## src/sv/fcc_pkg.sv

```systemverilog
`timescale 1ns / 1ps
// ----------------------------------------------------------------------------
// fcc_pkg
// shared types and constants of the frustum cull classifier
// ----------------------------------------------------------------------------
package fcc_pkg;

  localparam int NUM_PLANES_DEF = 6;
  localparam int COORD_W        = 16;
  localparam int EXTENT_W       = 15;
  localparam int PLANE_W        = 64;
  localparam int FRAC_BITS      = 14;
  localparam int PROD_W         = 2 * COORD_W;
  localparam int ABS_SUM_W      = COORD_W + 2;
  localparam int THR_W          = EXTENT_W + ABS_SUM_W;
  localparam int DIST_W         = PROD_W + 3;
  localparam int CMP_W          = DIST_W + 1;

  typedef enum logic [1:0] {
    OP_POINT  = 2'd0,
    OP_SPHERE = 2'd1,
    OP_CUBE   = 2'd2,
    OP_RSVD   = 2'd3
  } op_t;

  typedef enum logic [1:0] {
    V_OUTSIDE = 2'd0,
    V_PARTIAL = 2'd1,
    V_INSIDE  = 2'd2,
    V_UNUSED  = 2'd3
  } verdict_t;

  typedef struct packed {
    logic s1;
    logic s2;
    logic s3;
  } stage_en_t;

endpackage

```

## src/sv/fcc_plane_lane.sv

```systemverilog
`timescale 1ns / 1ps
// ----------------------------------------------------------------------------
// fcc_plane_lane
// per-plane distance and threshold pipeline, three register stages
// ----------------------------------------------------------------------------
module fcc_plane_lane (
  input  logic                                clk,
  input  fcc_pkg::stage_en_t                  en,
  input  logic [fcc_pkg::PLANE_W-1:0]         plane,
  input  logic signed [fcc_pkg::COORD_W-1:0]  pos_x,
  input  logic signed [fcc_pkg::COORD_W-1:0]  pos_y,
  input  logic signed [fcc_pkg::COORD_W-1:0]  pos_z,
  input  logic [fcc_pkg::EXTENT_W-1:0]        extent,
  input  fcc_pkg::op_t                        op_s1,
  output logic                                out_flag,
  output logic                                in_flag
);

  localparam int CW = fcc_pkg::COORD_W;

  logic signed [CW-1:0] a, b, c, d;
  logic [fcc_pkg::ABS_SUM_W-1:0] abs_a, abs_b, abs_c, abs_sum;

  logic signed [fcc_pkg::PROD_W-1:0] px_nxt, py_nxt, pz_nxt;
  logic signed [fcc_pkg::PROD_W-1:0] px_r, py_r, pz_r;
  logic [fcc_pkg::THR_W-1:0]         m_nxt, m_r;
  logic [fcc_pkg::EXTENT_W-1:0]      e_s1_r;

  logic signed [fcc_pkg::DIST_W-1:0] dist_nxt, dist_r;
  logic [fcc_pkg::THR_W-1:0]         thr_nxt, thr_r;

  logic signed [fcc_pkg::CMP_W-1:0]  hi_sum, lo_sum;
  logic                              out_flag_r, in_flag_r;

  assign a = plane[15:0];
  assign b = plane[31:16];
  assign c = plane[47:32];
  assign d = plane[63:48];

  assign abs_a = a[CW-1] ? (fcc_pkg::ABS_SUM_W'(0) - fcc_pkg::ABS_SUM_W'(a))
                         : fcc_pkg::ABS_SUM_W'(unsigned'(a));
  assign abs_b = b[CW-1] ? (fcc_pkg::ABS_SUM_W'(0) - fcc_pkg::ABS_SUM_W'(b))
                         : fcc_pkg::ABS_SUM_W'(unsigned'(b));
  assign abs_c = c[CW-1] ? (fcc_pkg::ABS_SUM_W'(0) - fcc_pkg::ABS_SUM_W'(c))
                         : fcc_pkg::ABS_SUM_W'(unsigned'(c));
  assign abs_sum = abs_a + abs_b + abs_c;

  // stage 1: products
  assign px_nxt = a * pos_x;
  assign py_nxt = b * pos_y;
  assign pz_nxt = c * pos_z;
  assign m_nxt  = fcc_pkg::THR_W'(extent) * fcc_pkg::THR_W'(abs_sum);

  always_ff @(posedge clk) begin
    if (en.s1) begin
      px_r   <= px_nxt;
      py_r   <= py_nxt;
      pz_r   <= pz_nxt;
      m_r    <= m_nxt;
      e_s1_r <= extent;
    end
  end

  // stage 2: centre distance and threshold
  always_comb begin
    dist_nxt = fcc_pkg::DIST_W'(px_r) + fcc_pkg::DIST_W'(py_r) + fcc_pkg::DIST_W'(pz_r)
             + (fcc_pkg::DIST_W'(d) <<< fcc_pkg::FRAC_BITS);
    unique case (op_s1)
      fcc_pkg::OP_SPHERE: thr_nxt = fcc_pkg::THR_W'(e_s1_r) << fcc_pkg::FRAC_BITS;
      fcc_pkg::OP_CUBE:   thr_nxt = m_r;
      default:            thr_nxt = '0;
    endcase
  end

  always_ff @(posedge clk) begin
    if (en.s2) begin
      dist_r <= dist_nxt;
      thr_r  <= thr_nxt;
    end
  end

  // stage 3: plane compares
  assign hi_sum = fcc_pkg::CMP_W'(dist_r) + signed'(fcc_pkg::CMP_W'(thr_r));
  assign lo_sum = fcc_pkg::CMP_W'(dist_r) - signed'(fcc_pkg::CMP_W'(thr_r));

  always_ff @(posedge clk) begin
    if (en.s3) begin
      out_flag_r <= (hi_sum <= 0);
      in_flag_r  <= (lo_sum > 0);
    end
  end

  assign out_flag = out_flag_r;
  assign in_flag  = in_flag_r;

endmodule

```

## config.mk

```make
export PLATFORM = sky130hd
export DESIGN_NAME = fcc_plane_lane
export DESIGN_NICKNAME = d
export VERILOG_FILES = /design/src/sv/fcc_pkg.sv /design/src/sv/fcc_plane_lane.sv
export SDC_FILE = /design/constraint.sdc
export NUM_CORES = 2
export LEC_CHECK = 0
export BUFFER_PORTS_ARGS = -buffer_cell sky130_fd_sc_hd__clkbuf_2
export CAP_MARGIN = 20
export CORE_ASPECT_RATIO = 1.5
export CORE_MARGIN = 5
export CORE_UTILIZATION = 65
export CTS_CLUSTER_DIAMETER = 50
export DETAILED_ROUTE_END_ITERATION = 12
export GPL_TIMING_DRIVEN = 1
export PLACE_DENSITY = 0.78
export SYNTH_ARGS = -nofsm -noshare
export SYNTH_HDL_FRONTEND = slang
export SYNTH_SLANG_ARGS = --single-unit
```

## constraint.sdc

```tcl
create_clock -name clk -period 21 [get_ports clk]
set_input_delay 3.15 -clock clk [delete_from_list [all_inputs] [get_ports clk]]
set_output_delay 3.15 -clock clk [all_outputs]
set_load 0.05 [all_outputs]
```

After elaboration in Yosys (flattened, before gate mapping). Cells that the tools add are included.

Bits in registers: 214. Bits of input ports: 133. Output and inout port bits: 2. Logic and storage cells: 31.

Add/sub/neg operators: 10. Multiply operators: 4. $lt $le $gt $ge: 2. Equal/unequal tests: 2. Muxes and demuxes: 4.

Operator list (count): multiplier 16 x 16 -> 32 bit (3); case mux 33 bit (2 select lines) (1); two-way mux 18 bit (3); subtractor 1 x 16 -> 17 bit (first input constant) (3); adder 18 bit (2); adder 35 x 34 -> 36 bit (1); > comparator 36 x 1 -> 1 bit (second input constant) (1); less-or-equal comparator 36 x 1 -> 1 bit (second input constant) (1); subtractor 35 x 34 -> 36 bit (1); adder 34 x 30 -> 35 bit (1); adder 33 x 32 -> 34 bit (1); adder 32 x 32 -> 33 bit (1); multiplier 15 x 18 -> 33 bit (1); == test 2 x 1 -> 1 bit (second input constant) (1); == test 2 bit (second input constant) (1).

Logic depth before layout (Yosys ltp).
Depth after elaboration: 5. Mapped depth: 43. Depth with buffers taken out: 41.

Worst setup path after synthesis. OpenSTA, ideal clock, no wires.

Kind: input port to flip-flop. From: input plane[1] (netlist bit). To: register m_r[31] (netlist bit), data pin. Library setup time: 0.258 ns. Arrival: 11.938 ns. Required time: 20.742 ns. Slack: 8.804 ns. Stages: 41. Buffers on the path: 2. Cells stage by stage: clkbuf_1 clkbuf_1 inv_1 ha_1 mux2i_1 fa_1 inv_1 ha_1 inv_1 fa_1 nor2b_1 o21ai_1 a21boi_1 o21ai_1 a21boi_0 o21ai_1 a21oi_1 o21ai_0 [... 5 more ...] inv_1 fa_1 fa_1 fa_1 inv_1 fa_1 inv_1 ha_1 nand4_1 inv_1 a41o_1 o41ai_1 a21oi_1 a211oi_1 o31a_1 o21ai_1 a21oi_1 xnor2_1.

Cells in the longest elaborated chain, start to end: 5.

Ends and longest elaborated chain: start: declaration (RTL line fcc_plane_lane.sv:9) `input logic [fcc_pkg::PLANE_W-1:0] plane,`; subtractor 1 x 16 -> 17 bit (RTL line fcc_plane_lane.sv:40) `assign abs_a = a[CW-1] ? (fcc_pkg::ABS_SUM_W'(0) - fcc_pkg::ABS_SUM_W'(a))`; two-way mux 18 bit * (RTL line fcc_plane_lane.sv:40); adder 18 bit * (2 in series) (RTL line fcc_plane_lane.sv:46) `assign abs_sum = abs_a + abs_b + abs_c;`; multiplier 15 x 18 -> 33 bit * (RTL line fcc_plane_lane.sv:52) `assign m_nxt = fcc_pkg::THR_W'(extent) * fcc_pkg::THR_W'(abs_sum);`; named net m_nxt (one bit) (RTL line fcc_plane_lane.sv:26) `logic [fcc_pkg::THR_W-1:0] m_nxt, m_r;`; end signal: assignment (RTL line fcc_plane_lane.sv:59) `m_r <= m_nxt;`; end: declaration (RTL line fcc_plane_lane.sv:26).

Mark *: on every way through the listed nets, which the timed path passes. The rest lies on a longest branch. A chain may end at the register's enable or synchronous reset.

Worst setup path in the final report.
From: input plane[16] (netlist bit). To: register m_r[29] (netlist bit), data pin.

Cells in the longest elaborated chain, start to end: 5.

Ends and longest elaborated chain: subtractor 1 x 16 -> 17 bit (RTL line fcc_plane_lane.sv:42) `assign abs_b = b[CW-1] ? (fcc_pkg::ABS_SUM_W'(0) - fcc_pkg::ABS_SUM_W'(b))`; two-way mux 18 bit * (RTL line fcc_plane_lane.sv:42); adder 18 bit * (2 in series) (RTL line fcc_plane_lane.sv:46); multiplier 15 x 18 -> 33 bit * (RTL line fcc_plane_lane.sv:52); named net m_nxt (one bit) (RTL line fcc_plane_lane.sv:26).

Marks and branches as above.

==> results_dict.tcl <==
set metrics [dict create \
    status "complete, no violations" \
    grt-ovfl-total 0 \
    grt_usage_pct 33.9 \
    async_reset_ff_share_pct 0 \
    avgRoutedWirePerCell_um 22.0 \
    cap_violations 0 \
    synth_top_area_share_pct 39.9 \
    seq_area_frac_synth_pct 12.0 \
    end_kind "flop" \
    grt_pass1_vias 43800 \
    startpoint_type "input pin" \
    tightest_slew_ns 1.12 \
    routed_wl_mm 147 \
    clock-sinks 214 \
    fin_setup_tns_ns 0 \
    cts.root.buffer_cell "clkbuf_16" \
    row_count 128 \
    cp_slowest_cell "fa_1" \
    gp_congestion 1.01 \
    postCtsHoldBufs 0 \
    min_path_type "reg2reg" \
    crit_path_max_fanout 18 \
    synth_cell_types 87 \
    arrival_ns 13.31 \
    final_cell_mix "inv_1, fa_1, nand2_1" \
    htreeDepth 1 \
    drive_gt1_share_pct 4.56 \
    area_growth_pct 4.62 \
    fp.dieH_um 361 \
    ioPinCount 135 \
    skew_ns 0.0190 \
    drc 0 \
    grt_pass1_wl_mm 234 \
    grt_max_degree 90 \
    clock_path_buffers 3 \
    antenna_found_initial 8 \
    cts_tree "done" \
    coreArea_mm2 0.0814 \
    worstRegToRegCells 11 \
    ys_warn_count 0 \
    fin_crit_sh_pct 61.8 \
    start_util_pct 65.7 \
    io_buffers 134 \
    cts_setup_buffers 0 \
    slew_headroom_pct 24.9 \
    numCtsBuffers 29 \
    crit_required_ns 21.34 \
    synth_ff_type "edfxtp_1" \
    synthCells 5652 \
    final_common_cell "inv_1" \
    num-nets-final 7307 \
    yosys.area.top_type "fa_1" \
    clk_pin_slew_ns 0.06 \
    ant_nets 0 \
    slowest_delay_ns 0.54 \
    synth-edff-count 214 \
    syn_area_mm2 0.0534 \
    drt_iter0_drc 2689 \
    hpwlAfterDp_mm 119 \
    setup_viol 0 \
    critPathKind "in2reg" \
    drv_slew 0 \
    fmax_ghz 0.0771 \
    viasPerCell 5.99 \
    clk_latency_ns 0.59 \
    synth_area_leaders "fa_1, edfxtp_1, ha_1" \
    rsz0062_at_grt "no" \
    avgSynthCellArea_um2 9.46 \
    post_cts_resized 0 \
    min_period_ns 12.97 \
    vias 40100 \
    dieWidth_um 244 \
    worstHoldPathCells 1 \
    ys_ff_latch 214 \
    dr.pass1.iters 6 \
    dieArea_mm2 0.0882 \
    hold_viol 0 \
]
sequential cells by signal, indices dropped and copies added (netlist names):
| name | flops |
|---|---|
| dist_r | 35 |
| e_s1_r | 15 |
| in_flag | 1 |
| m_r | 33 |
| out_flag | 1 |
| px_r | 32 |
| py_r | 32 |
| pz_r | 32 |
| thr_r | 33 |
cell usage after synthesis (all sizes together) (44+ instances only):
| cell | n |
|---|---|
| nor2 | 175 |
| nand2 | 629 |
| inv | 1206 |
| ha | 475 |
| o21ai | 107 |
| nor3 | 66 |
| and2 | 460 |
| xnor2 | 165 |
| edfxtp | 214 |
| a21o | 65 |
| xor2 | 57 |
| nand2b | 84 |
| nand3 | 44 |
| fa | 1064 |
| clkbuf | 194 |
| a21oi | 166 |
worst paths after layout:
check	slack [ns]	endpoint	start
worst max-delay path	8.03	m_r[29]$_DFFE_PP_	plane[16]
worst min-delay path	0.54	thr_r[11]$_DFFE_PP_	m_r[11]$_DFFE_PP_
worst max register to register	15.64	out_flag$_DFFE_PP_	dist_r[9]$_DFFE_PP_
worst min register to register	0.54	thr_r[11]$_DFFE_PP_	m_r[11]$_DFFE_PP_
logic make-up (layout without fill, tap and decap cells):
logic type                 after synthesis  count (layout)  share of synthesized area (%)
muxes                                   13              13                          0.243
AOI/OAI and AO/OA                      627             627                           8.03
DFF                                    214             214                           12.0
buffers and inverters                 1421            1425                           10.0
xor gates and xnor gates               222             222                           3.64
other                                    1               5                        0.00702
adders and majority gates             1539            1539                           51.0
and+or+nand+nor                       1615            1615                           15.1
routing by layer:
| metal | wire, µm | GRT usage, % |
|---|---|---|
| met1 | 50600 | 39.1 |
| met2 | 75200 | 60.2 |
| met3 | 9600 | 4.56 |
| met4 | 11900 | 20.5 |
| met5 | 32 | 0 |
metrics by stage:
step,cells,util [%],setup WS [ns],hold slack [ns],cell area (µm²)
5_1_grt,6699,68.7,7.38,0.557,55900
2_1_floorplan,5654,-,8.80,0.503,53500
4_1_cts,6697,68.7,8.10,0.538,55900
3_3_place_gp,6643,67.4,7.72,0.520,54900
6_report,6700,68.7,8.03,0.537,55900
3_5_place_dp,6643,67.4,7.49,0.523,54900
critical path: cells and delay by family:
family,cells,cell delay [ns]
and+or+nand+nor,3,0.46
xor gates and xnor gates,2,0.25
adders and majority gates,11,4.81
muxes,1,0.29
buffers and inverters,11,1.11
AOI/OAI and AO/OA,14,3.19
final cells by class:
cell class / instances / area (µm²)
multi-input cells: 4019 / 41700
clock buffers: 31 / 733
clock inverters: 23 / 294
repair buffers: 165 / 930
flip-flops and latches: 214 / 6430
well taps: 1040 / 1300
fillers: 6364 / 25400
inverters: 1206 / 4530
diodes: 2 / 5.00
Power is left out: the tool's default activity adds up to more than one toggle a clock period on the data nets, which glitch-free logic cannot reach.
