File: src/sv/fcc_pkg.sv
`timescale 1ns / 1ps
// ----------------------------------------------------------------------------
// fcc_pkg
// shared types and constants of the frustum cull classifier
// ----------------------------------------------------------------------------
package fcc_pkg;

  localparam int NUM_PLANES_DEF = 6;
  localparam int COORD_W        = 16;
  localparam int EXTENT_W       = 15;
  localparam int PLANE_W        = 64;
  localparam int FRAC_BITS      = 14;
  localparam int PROD_W         = 2 * COORD_W;
  localparam int ABS_SUM_W      = COORD_W + 2;
  localparam int THR_W          = EXTENT_W + ABS_SUM_W;
  localparam int DIST_W         = PROD_W + 3;
  localparam int CMP_W          = DIST_W + 1;

  typedef enum logic [1:0] {
    OP_POINT  = 2'd0,
    OP_SPHERE = 2'd1,
    OP_CUBE   = 2'd2,
    OP_RSVD   = 2'd3
  } op_t;

  typedef enum logic [1:0] {
    V_OUTSIDE = 2'd0,
    V_PARTIAL = 2'd1,
    V_INSIDE  = 2'd2,
    V_UNUSED  = 2'd3
  } verdict_t;

  typedef struct packed {
    logic s1;
    logic s2;
    logic s3;
  } stage_en_t;

endpackage

File: src/sv/fcc_verdict.sv
`timescale 1ns / 1ps
// ----------------------------------------------------------------------------
// fcc_verdict
// combines plane flags into a verdict and holds the output register
// ----------------------------------------------------------------------------
module fcc_verdict #(
  parameter int NUM_PLANES = fcc_pkg::NUM_PLANES_DEF
) (
  input  logic                    clk,
  input  logic                    rst_n,
  input  logic                    valid_s3,
  input  fcc_pkg::op_t            op_s3,
  input  logic [NUM_PLANES-1:0]   out_flags,
  input  logic [NUM_PLANES-1:0]   in_flags,
  output logic                    load_ready,
  output logic                    out_tvalid,
  input  logic                    out_tready,
  output fcc_pkg::verdict_t       verdict
);

  logic              out_valid_r;
  fcc_pkg::verdict_t verdict_r, verdict_nxt;

  assign load_ready = !out_valid_r || out_tready;

  always_comb begin
    priority if (op_s3 == fcc_pkg::OP_RSVD || (|out_flags)) begin
      verdict_nxt = fcc_pkg::V_OUTSIDE;
    end else if (&in_flags) begin
      verdict_nxt = fcc_pkg::V_INSIDE;
    end else begin
      verdict_nxt = fcc_pkg::V_PARTIAL;
    end
  end

  always_ff @(posedge clk) begin
    if (!rst_n) begin
      out_valid_r <= 1'b0;
    end else if (load_ready) begin
      out_valid_r <= valid_s3;
    end
  end

  always_ff @(posedge clk) begin
    if (load_ready) begin
      verdict_r <= verdict_nxt;
    end
  end

  assign out_tvalid = out_valid_r;
  assign verdict    = verdict_r;

endmodule

File: config.mk
export PLATFORM = sky130hd
export DESIGN_NAME = fcc_verdict
export DESIGN_NICKNAME = d
export VERILOG_FILES = /design/src/sv/fcc_pkg.sv /design/src/sv/fcc_verdict.sv
export SDC_FILE = /design/constraint.sdc
export NUM_CORES = 1
export LEC_CHECK = 0
export CORE_AREA = 2 2 39 41
export CTS_BUF_LIST = sky130_fd_sc_hd__clkbuf_8
export CTS_CLUSTER_SIZE = 16
export DETAILED_ROUTE_END_ITERATION = 6
export DIE_AREA = 0 0 41 43
export DONT_BUFFER_PORTS = 1
export PLACE_DENSITY = 0.3
export SYNTH_ARGS = -nofsm -noshare
export SYNTH_HDL_FRONTEND = slang
export SYNTH_SLANG_ARGS = --single-unit
export TNS_END_PERCENT = 20
File: constraint.sdc
create_clock -name clk -period 1.3 [get_ports clk]
set_clock_uncertainty 0.1 [all_clocks]
set_input_delay 0 -clock clk [delete_from_list [all_inputs] [get_ports clk]]
set_output_delay 0 -clock clk [all_outputs]
set_load 0.05 [all_outputs]
# ---- Word-level counts from Yosys, hierarchy flattened
# Cells that the tools add are included.
dict set report totals {
  wordCells 9
  reg_bits 3
  in_bits 18
  output_inout_bits 4
}
dict set report op_classes {
  n_reduce_logical 5
  muxes 1
  eq_ne 1
}
# operator count
set op_table {}
lappend op_table {{$reduce_and A6 Y1} 1}
lappend op_table {{$reduce_or A6 Y1} 1}
lappend op_table {{$eq A2 B2 Y1 const B} 1}
lappend op_table {{$logic_or A1 B1 Y1} 2}
lappend op_table {{$mux W2} 1}
lappend op_table {{$logic_not A1 Y1} 1}

# ---- Longest topological paths before layout
# Gate-level depths: netlist of run 1.
dict set report logic_depth {
  depth_word 2
  depth_mapped 2
  mapped_depth_nobuf 2
}

# ---- Worst setup path after synthesis of run 1
# OpenSTA, ideal clock, no wires.
dict set report synth_path {
  kind {reg-to-reg}
  start {register out_valid_r (netlist: out_tvalid)}
  end {register verdict_r[0] (netlist: verdict[0]) (enable)}
  arrival_ns 1.076
  synth_period_minus_slack_ns 1.567
  setup_time_ns 0.391
  path_stages_with_launch 2
  path_buffers 0
  slack_ns -0.267
  t_required_ns 0.809
  path_cell_list {dfxtp_1 -> nand2b_1}
}
dict set report synth_between {
  elab_chain_len 2
}
# item line_no
set synth_lines {}
lappend synth_lines {{start, declared} fcc_verdict.sv:21} ;# logic out_valid_r;
lappend synth_lines {{start signal, assigned} fcc_verdict.sv:40} ;# out_valid_r <= valid_s3;
lappend synth_lines {{$logic_not A1 Y1} fcc_verdict.sv:24} ;# assign load_ready = !out_valid_r || out_tready;
lappend synth_lines {{$logic_or A1 B1 Y1} fcc_verdict.sv:24}
lappend synth_lines {{named net load_ready} fcc_verdict.sv:15} ;# output logic load_ready,
lappend synth_lines {{end signal, assigned} fcc_verdict.sv:46} ;# verdict_r <= verdict_nxt;
lappend synth_lines {{end, declared} fcc_verdict.sv:22} ;# fcc_pkg::verdict_t verdict_r, verdict_nxt;
# The timed path passes the listed nets, and every way through them passes these cells.
# A chain may end at the register's enable or synchronous reset.

# ---- Worst setup path in the final report of run 1
dict set report layout_path {
  start {input out_flags[5]}
  end {register verdict_r[0] (netlist: verdict[0]) (data pin)}
}
dict set report layout_between {
  elab_chain_len 2
}
# item line_no
set layout_lines {}
lappend layout_lines {{start, declared} fcc_verdict.sv:13} ;# input logic [NUM_PLANES-1:0] out_flags,
lappend layout_lines {{$reduce_or A6 Y1} fcc_verdict.sv:27} ;# priority if (op_s3 == fcc_pkg::OP_RSVD || (|out_flags)) begin
lappend layout_lines {{$logic_or A1 B1 Y1} fcc_verdict.sv:27}
# No other way between the ends.

==> out/summary.txt, run 1 <==
outcome -> complete, no violations
Post-Place Setup Slack -> 0.3273 ns
most frequent cell after synthesis -> edfxtp_1
number of flops mapped to enable cells by yosys -> 2
worst setup margin -> 0.05896 ns
leading area contributor after synthesis -> edfxtp_1
Worst Setup Path Type -> primary input to register
drt wl/cell -> 12.91 µm
Setup crit end -> verdict[0]
final core utilization -> 0.2649
CTS Root Cell -> clkbuf_8
Crit path required time -> 1.25 ns
first-pass GRT wire length -> 821 µm
initial antenna violation count -> 0
routability cong. -> 0.6253
gate family responsible for the most delay along the worst path -> buffers and inverters
vias in the first global route -> 244
Antenna Nets Post-Route -> 0
synth top area cells -> edfxtp_1 36%, dfxtp_1 12%, a211oi_2 7.5%, nor4_2 7.5%, or4_4 6.7%
clock insertion delay at the later pin of the skew report -> 0.21 ns
FF+latch count, synth -> 3
H-Tree Depth -> 1
Post-synth top flop -> edfxtp_1
DRC Markers -> 0
measured slew at the worst slew-check pin -> 0.4617 ns
FILL cells -> 146
top-area cell type share of the netlist area -> 0.3582
first-pass iteration count of the detailed router -> 3
hold crit path type -> primary input to register
final worst path period need -> 1.241 ns
slowest stage cell on the critical path -> dlygate4sd3_1
Synth Area in Adders -> 0
syn nets -> 32
CTS tree -> done
worst reg-to-reg path cell count -> 1
# rows -> 14
nature of the critical path startpoint -> primary input
Clock Tree Buf Depth -> 2
post-DP HPWL -> 363.1 µm
Post-Syn Area -> 167.7 µm²
fin. max-slew vios -> 0
Max Fclk -> 0.8058 GHz
max-cap violation count -> 0
syn avg cell area -> 11.98 µm²
# IOs -> 22
Tcrit/Tclk final -> 0.9546
DR vias -> 201
Worst setup EP type -> register
CTS clock-pin slew for the worst setup and hold paths -> 0.03 ns
largest net degree at the start of global routing -> 5
Initial Utilization -> 0.1212
Synth Area in Compound Gates -> 0.1716
maximum fanout along the worst path -> 2
setup repair bufs after CTS -> 0
Slew HR -> 0.6929
largest family of logic cells by synthesized area -> simple AND/OR/NAND/NOR gates
reg2reg end -> verdict[1]
area share of and/or/nand/nor cells after synthesis -> 0.3284
layout cells sized above 1 -> 0.3226
post-route setup TNS -> 0 ns
core area -> 1384 µm²
FF+latch area -> 81.33 µm²
grt total ovfl -> 0
WP data arrival -> 1.19 ns
CP Cell Sequence -> dlygate4sd3_1 > or4_4 > a211oi_2
antenna cell count -> 0
Pwr per Cell Area -> 1195 nW/µm²
Crit path buffers/inverters -> 1
Synth async-reset ratio -> 0
IO Port Bufs -> 0
Post-Synthesis Cells -> 14
DIE AREA -> 1763 µm²
Worst IR Drop VDD -> 255.4 µV
final setup fails -> 0
CTS Sinks -> 3
Critical Path Start -> out_flags[5]
gr usage total -> 0.08325
R2R setup slack -> 0.50 ns
multi-input logic area -> 86.33 µm²
r2r startpoint -> out_tvalid
Seq/Total Area, Yosys -> 0.4776
mux contribution to synthesized area -> 0
DIE WIDTH -> 41 µm
Hold Vio Cnt, Final -> 0
Critical Path Max Stage Delay -> 0.54 ns
Yosys Warn Count -> 0
Leak -> 0.1569 nW
die extent in y -> 43 µm
vias per cell -> 4.277
Area growth, synth to finish -> 118.7%
initial detailed-routing violation count -> 4
synth unique cells -> 13
Routed WL -> 607 µm
nets@finish -> 50
CP Depth -> 3
xor/xnor cell area share of the yosys netlist -> 0
unrepaired setup endpoints after global routing -> false
total CTS buffers -> 3
-- placed cells by master, fill, tap and decap left out, drive strengths merged --
cell type | synthesis | final
nand2 | 1 | 1
nand4 | 1 | 1
clkbuf | 0 | 3
and4 | 1 | 1
a211oi | 1 | 1
dlygate4sd3 | 0 | 9
dlymetal6s4s | 0 | 2
edfxtp | 2 | 2
buf | 0 | 2
and2 | 1 | 1
nand2b | 1 | 1
dfxtp | 1 | 1
a211o | 1 | 1
inv | 1 | 2
or4 | 1 | 1
nor4 | 1 | 1
a21boi | 1 | 1
-- metrics by stage --
step,cells,power [mW],area (µm²),hold slack [ns]
final,47,0.4383,366.6,0.0006936
after global routing,47,0.4607,366.6,0.002507
after CTS,47,0.4442,361.6,-0.003162
after detailed placement,32,0.1531,206.4,0.05548
after global placement,32,0.1523,206.4,0.03706
after floorplan,14,0.1455,171.4,0.03129
-- state kept, by name (all words and copies together), names as in the netlist --
register    count
out_tvalid      1
verdict         2
-- kinds of logic (layout without fill, tap and decap cells) --
kind of cell           after synthesis  after routing
DFF                                  3              3
and+or+nand+nor                      7              7
buffers and inverters                1             18
AOI/OAI and AO/OA                    3              3
-- layer usage --
layer | wire length [µm] | global-route usage
met4 | 8 | 0.08000
met2 | 327 | 0.1438
met3 | 90 | 0.04712
met1 | 181 | 0.05128
met5 | 0 | 0
-- power by group --
part           internal, mW  total [mW]  switching [mW]  leakage [nW]
Clock                 0.201       0.258          0.0576        0.0269
Combinational        0.0343      0.0600          0.0257        0.0982
Sequential            0.108       0.120          0.0123        0.0318
Total                 0.343       0.438          0.0956         0.157
-- worst min path at each step --
stage,startpoint,end,slack [ns],depth (start not counted)
CTS,out_flags[0],verdict[1],-0.003,2
global route,out_flags[0],verdict[1],0.003,2
detailed placement,valid_s3,out_tvalid,0.06,2
global placement,valid_s3,out_tvalid,0.04,2
finish,in_flags[3],verdict[1],0.0007,2
floorplan,valid_s3,out_tvalid,0.03,2
-- final cells by class --
cell class                 instances  area share
timing repair buffer              13      0.3549
clock inverter                     1     0.01024
sequential                         3      0.2218
clock buffer                       3      0.1126
inverter                           1     0.01024
multi-input combinational         10      0.2355
tap                               16     0.05461
-- repair_timing --
| item | CTS | global route |
|---|---|---|
| endpoints found under the setup margin | 0 | 2 |
| hold endpoints to repair | 5 | 0 |
| hold buffers | 11 | 0 |
| gates resized for setup | 0 | 2 |
Note: power is estimated with default switching activity, not from simulation.
==> inputs of run 2 (changes only) <==
REMOVE_ABC_BUFFERS = 1   (was not set)
==> run 2 against run 1 <==
The flow now finishes with violations (negative hold slack). Worst hold slack worse by 0.0068 ns. Core utilization decreased by 2.1 points. Sequential share of layout area up 1.5 points. Critical path depth did not move. Highest routed layer unchanged. Register-to-register slack got worse by 0.05 ns. Power shrank 0.37%. Cell count is 4.3% lower. Via count decreased by 3.5%. Clock power grew 2%. Largest cell class unchanged. Setup slack gained 0.032 ns. Non-clock buffer count fell by 2. Global-route usage shrank 0.32 points.
==> out/summary.txt, run 2 (synthesis gave the netlist of run 1 again) <==
slowest stage cell on the critical path -> dlygate4sd3_1
nature of the critical path startpoint -> primary input
initial detailed-routing violation count -> 0 (-4)
drt wl/cell -> 13.69 µm (+6.0%)
first-pass iteration count of the detailed router -> 1 (-2)
Slew HR -> 0.6962 (+0.003350)
Largest register FFs -> 2 (unchanged)
most frequent cells in the layout -> 9 x dlygate4sd3_1, 3 x clkbuf_8, 2 x inv_1, 2 x buf_4, 2 x edfxtp_1
most common cell after layout, fill and taps aside -> dlygate4sd3_1
CTS tree -> done
Pwr per Cell Area -> 1292 nW/µm² (+8.1%)
routability cong. -> 0.6023 (-3.7%)
Max Fclk -> 0.8270 GHz (+2.6%)
Total Power -> 0.4366 mW (-0.37%)
DIE AREA -> 1763 µm² (unchanged)
IO Port Bufs -> 0 (unchanged)
Critical Path Max Stage Delay -> 0.55 ns (about the same)
largest net degree at the start of global routing -> 5 (unchanged)
reg2reg end -> verdict[0]
r2r startpoint -> out_tvalid
Initial Utilization -> 0.1212 (unchanged)
unrepaired setup endpoints after global routing -> false
Worst setup EP type -> register
antenna cell count -> 0 (unchanged)
final std cells w/o fill -> 45 (-4.3%)
Hold Path Origin -> out_flags[2]
Worst IR Drop VDD -> 261.1 µV (+2.2%)
final worst path period need -> 1.209 ns (-0.03180 ns)
Antenna Nets Post-Route -> 0 (unchanged)
Clock Tree Buf Depth -> 2 (unchanged)
nets@finish -> 48 (-4.0%)
first-pass GRT wire length -> 814 µm (-0.85%)
CTS Root Cell -> clkbuf_8
R2R setup slack -> 0.45 ns (-0.05 ns)
fin. max-slew vios -> 0 (unchanged)
DRC Markers -> 0 (unchanged)
Routed WL -> 616 µm (+1.5%)
DIE WIDTH -> 41 µm (unchanged)
CTS Sinks -> 3 (unchanged)
Crit path required time -> 1.24 ns (about the same)
vias per cell -> 4.311 (+0.81%)
Hold Crit Depth -> 2 (unchanged)
Hold Vio Cnt, Final -> 2 (+2)
die extent in y -> 43 µm (unchanged)
# IOs -> 22 (unchanged)
vias in the first global route -> 252 (+3.3%)
H-Tree Depth -> 1 (unchanged)
clock insertion delay at the later pin of the skew report -> 0.22 ns (about the same)
core area -> 1384 µm² (unchanged)
DP Cell Count -> 32 (unchanged)
gr usage total -> 0.08008 (-0.003170)
total CTS buffers -> 3 (unchanged)
failing checks -> negative hold slack
outcome -> finished, violations left
layout cells sized above 1 -> 0.2759 (-0.04672)
grt total ovfl -> 0 (unchanged)
initial antenna violation count -> 0 (unchanged)
CTS-repair resized insts -> 0 (unchanged)
worst reg-to-reg path cell count -> 1 (unchanged)
CP Cell Sequence -> dlygate4sd3_1 > or4_4 > nor4_2
Hold Crit Endpoint -> verdict[1]
WP data arrival -> 1.14 ns (-0.05 ns)
CTS clock-pin slew for the worst setup and hold paths -> 0.03 ns (about the same)
max-cap violation count -> 0 (unchanged)
maximum fanout along the worst path -> 2 (unchanged)
Worst Setup Path Type -> primary input to register
Leak -> 0.1302 nW (-17%)
final setup fails -> 0 (unchanged)
WHS -> -0.006076 ns (-0.006769 ns)
# rows -> 14 (unchanged)
worst setup margin -> 0.09076 ns (+0.03180 ns)
Area growth, synth to finish -> 101.5%
Tcrit/Tclk final -> 0.9302 (-0.02446)
final core utilization -> 0.2441 (-0.02080)
hold crit path type -> primary input to register
measured slew at the worst slew-check pin -> 0.4566 ns (-0.005035 ns)
Post-Place Setup Slack -> 0.2892 ns (-0.03804 ns)
DR vias -> 194 (-3.5%)
run 2: cell count changes in the layout (fill, tap and decap cells not counted), sizes merged:
cell          previous run  this run
dlymetal6s4s             2         0
run 2: how the worst max path moves through the flow:
stage                       startpoint    endpoint  slack, ns  cells past startpoint
final                     out_flags[5]  verdict[1]       0.09                      3
after global routing      out_flags[5]  verdict[1]       0.04                      3
after CTS                 out_flags[5]  verdict[1]       0.07                      3
after detailed placement  out_flags[0]  verdict[1]       0.29                      2
after global placement    out_flags[0]  verdict[0]       0.33                      2
after floorplan             out_tvalid  verdict[0]      -0.27                      1
run 2: final cells by class:
type,instances,area (µm²)
Fill cell,148,1046
Tap cell,16,20.02
Sequential cell,3,80.08
Timing Repair Buffer,11,105.1
Inverter,1,3.754
Multi-Input combinational cell,10,83.83
Clock inverter,1,3.754
Clock buffer,3,41.29
run 2: power breakdown:
| group | leakage (nW) | switching [mW] | internal (mW) |
|---|---|---|---|
| logic | 0.0718 | 0.0249 | 0.0287 |
| clock network | 0.0269 | 0.0628 | 0.201 |
| registers | 0.0315 | 0.0119 | 0.107 |
run 2: critical path, delay by kind of cell:
family | cells | cell delay (ns)
buffers and inverters | 1 | 0.55
and+or+nand+nor | 2 | 0.60
run 2: per-layer routing:
metal,share of wire,track usage,vias up
met2,0.53,0.1469,24
met4,0.041,0.1000,0
li1,-,-,86
met1,0.32,0.04777,80
met5,0,0,-
met3,0.11,0.01571,4
run 2: through the flow:
step	TNS [ns]	hold WS, ns	instance area, µm²
after global placement	0	0.04554	202.7
final	0	-0.006076	337.8
after floorplan	-0.7579	0.03884	167.7
after global routing	0	0.004985	337.8
after CTS	0	-0.005500	337.8
after detailed placement	0	0.06426	202.7
run 2: timing repair:
| item | in CTS | in global routing |
|---|---|---|
| hold buffers | 9 | 0 |
| buffers inserted | 0 | 0 |
| endpoints found under the hold margin | 5 | 0 |
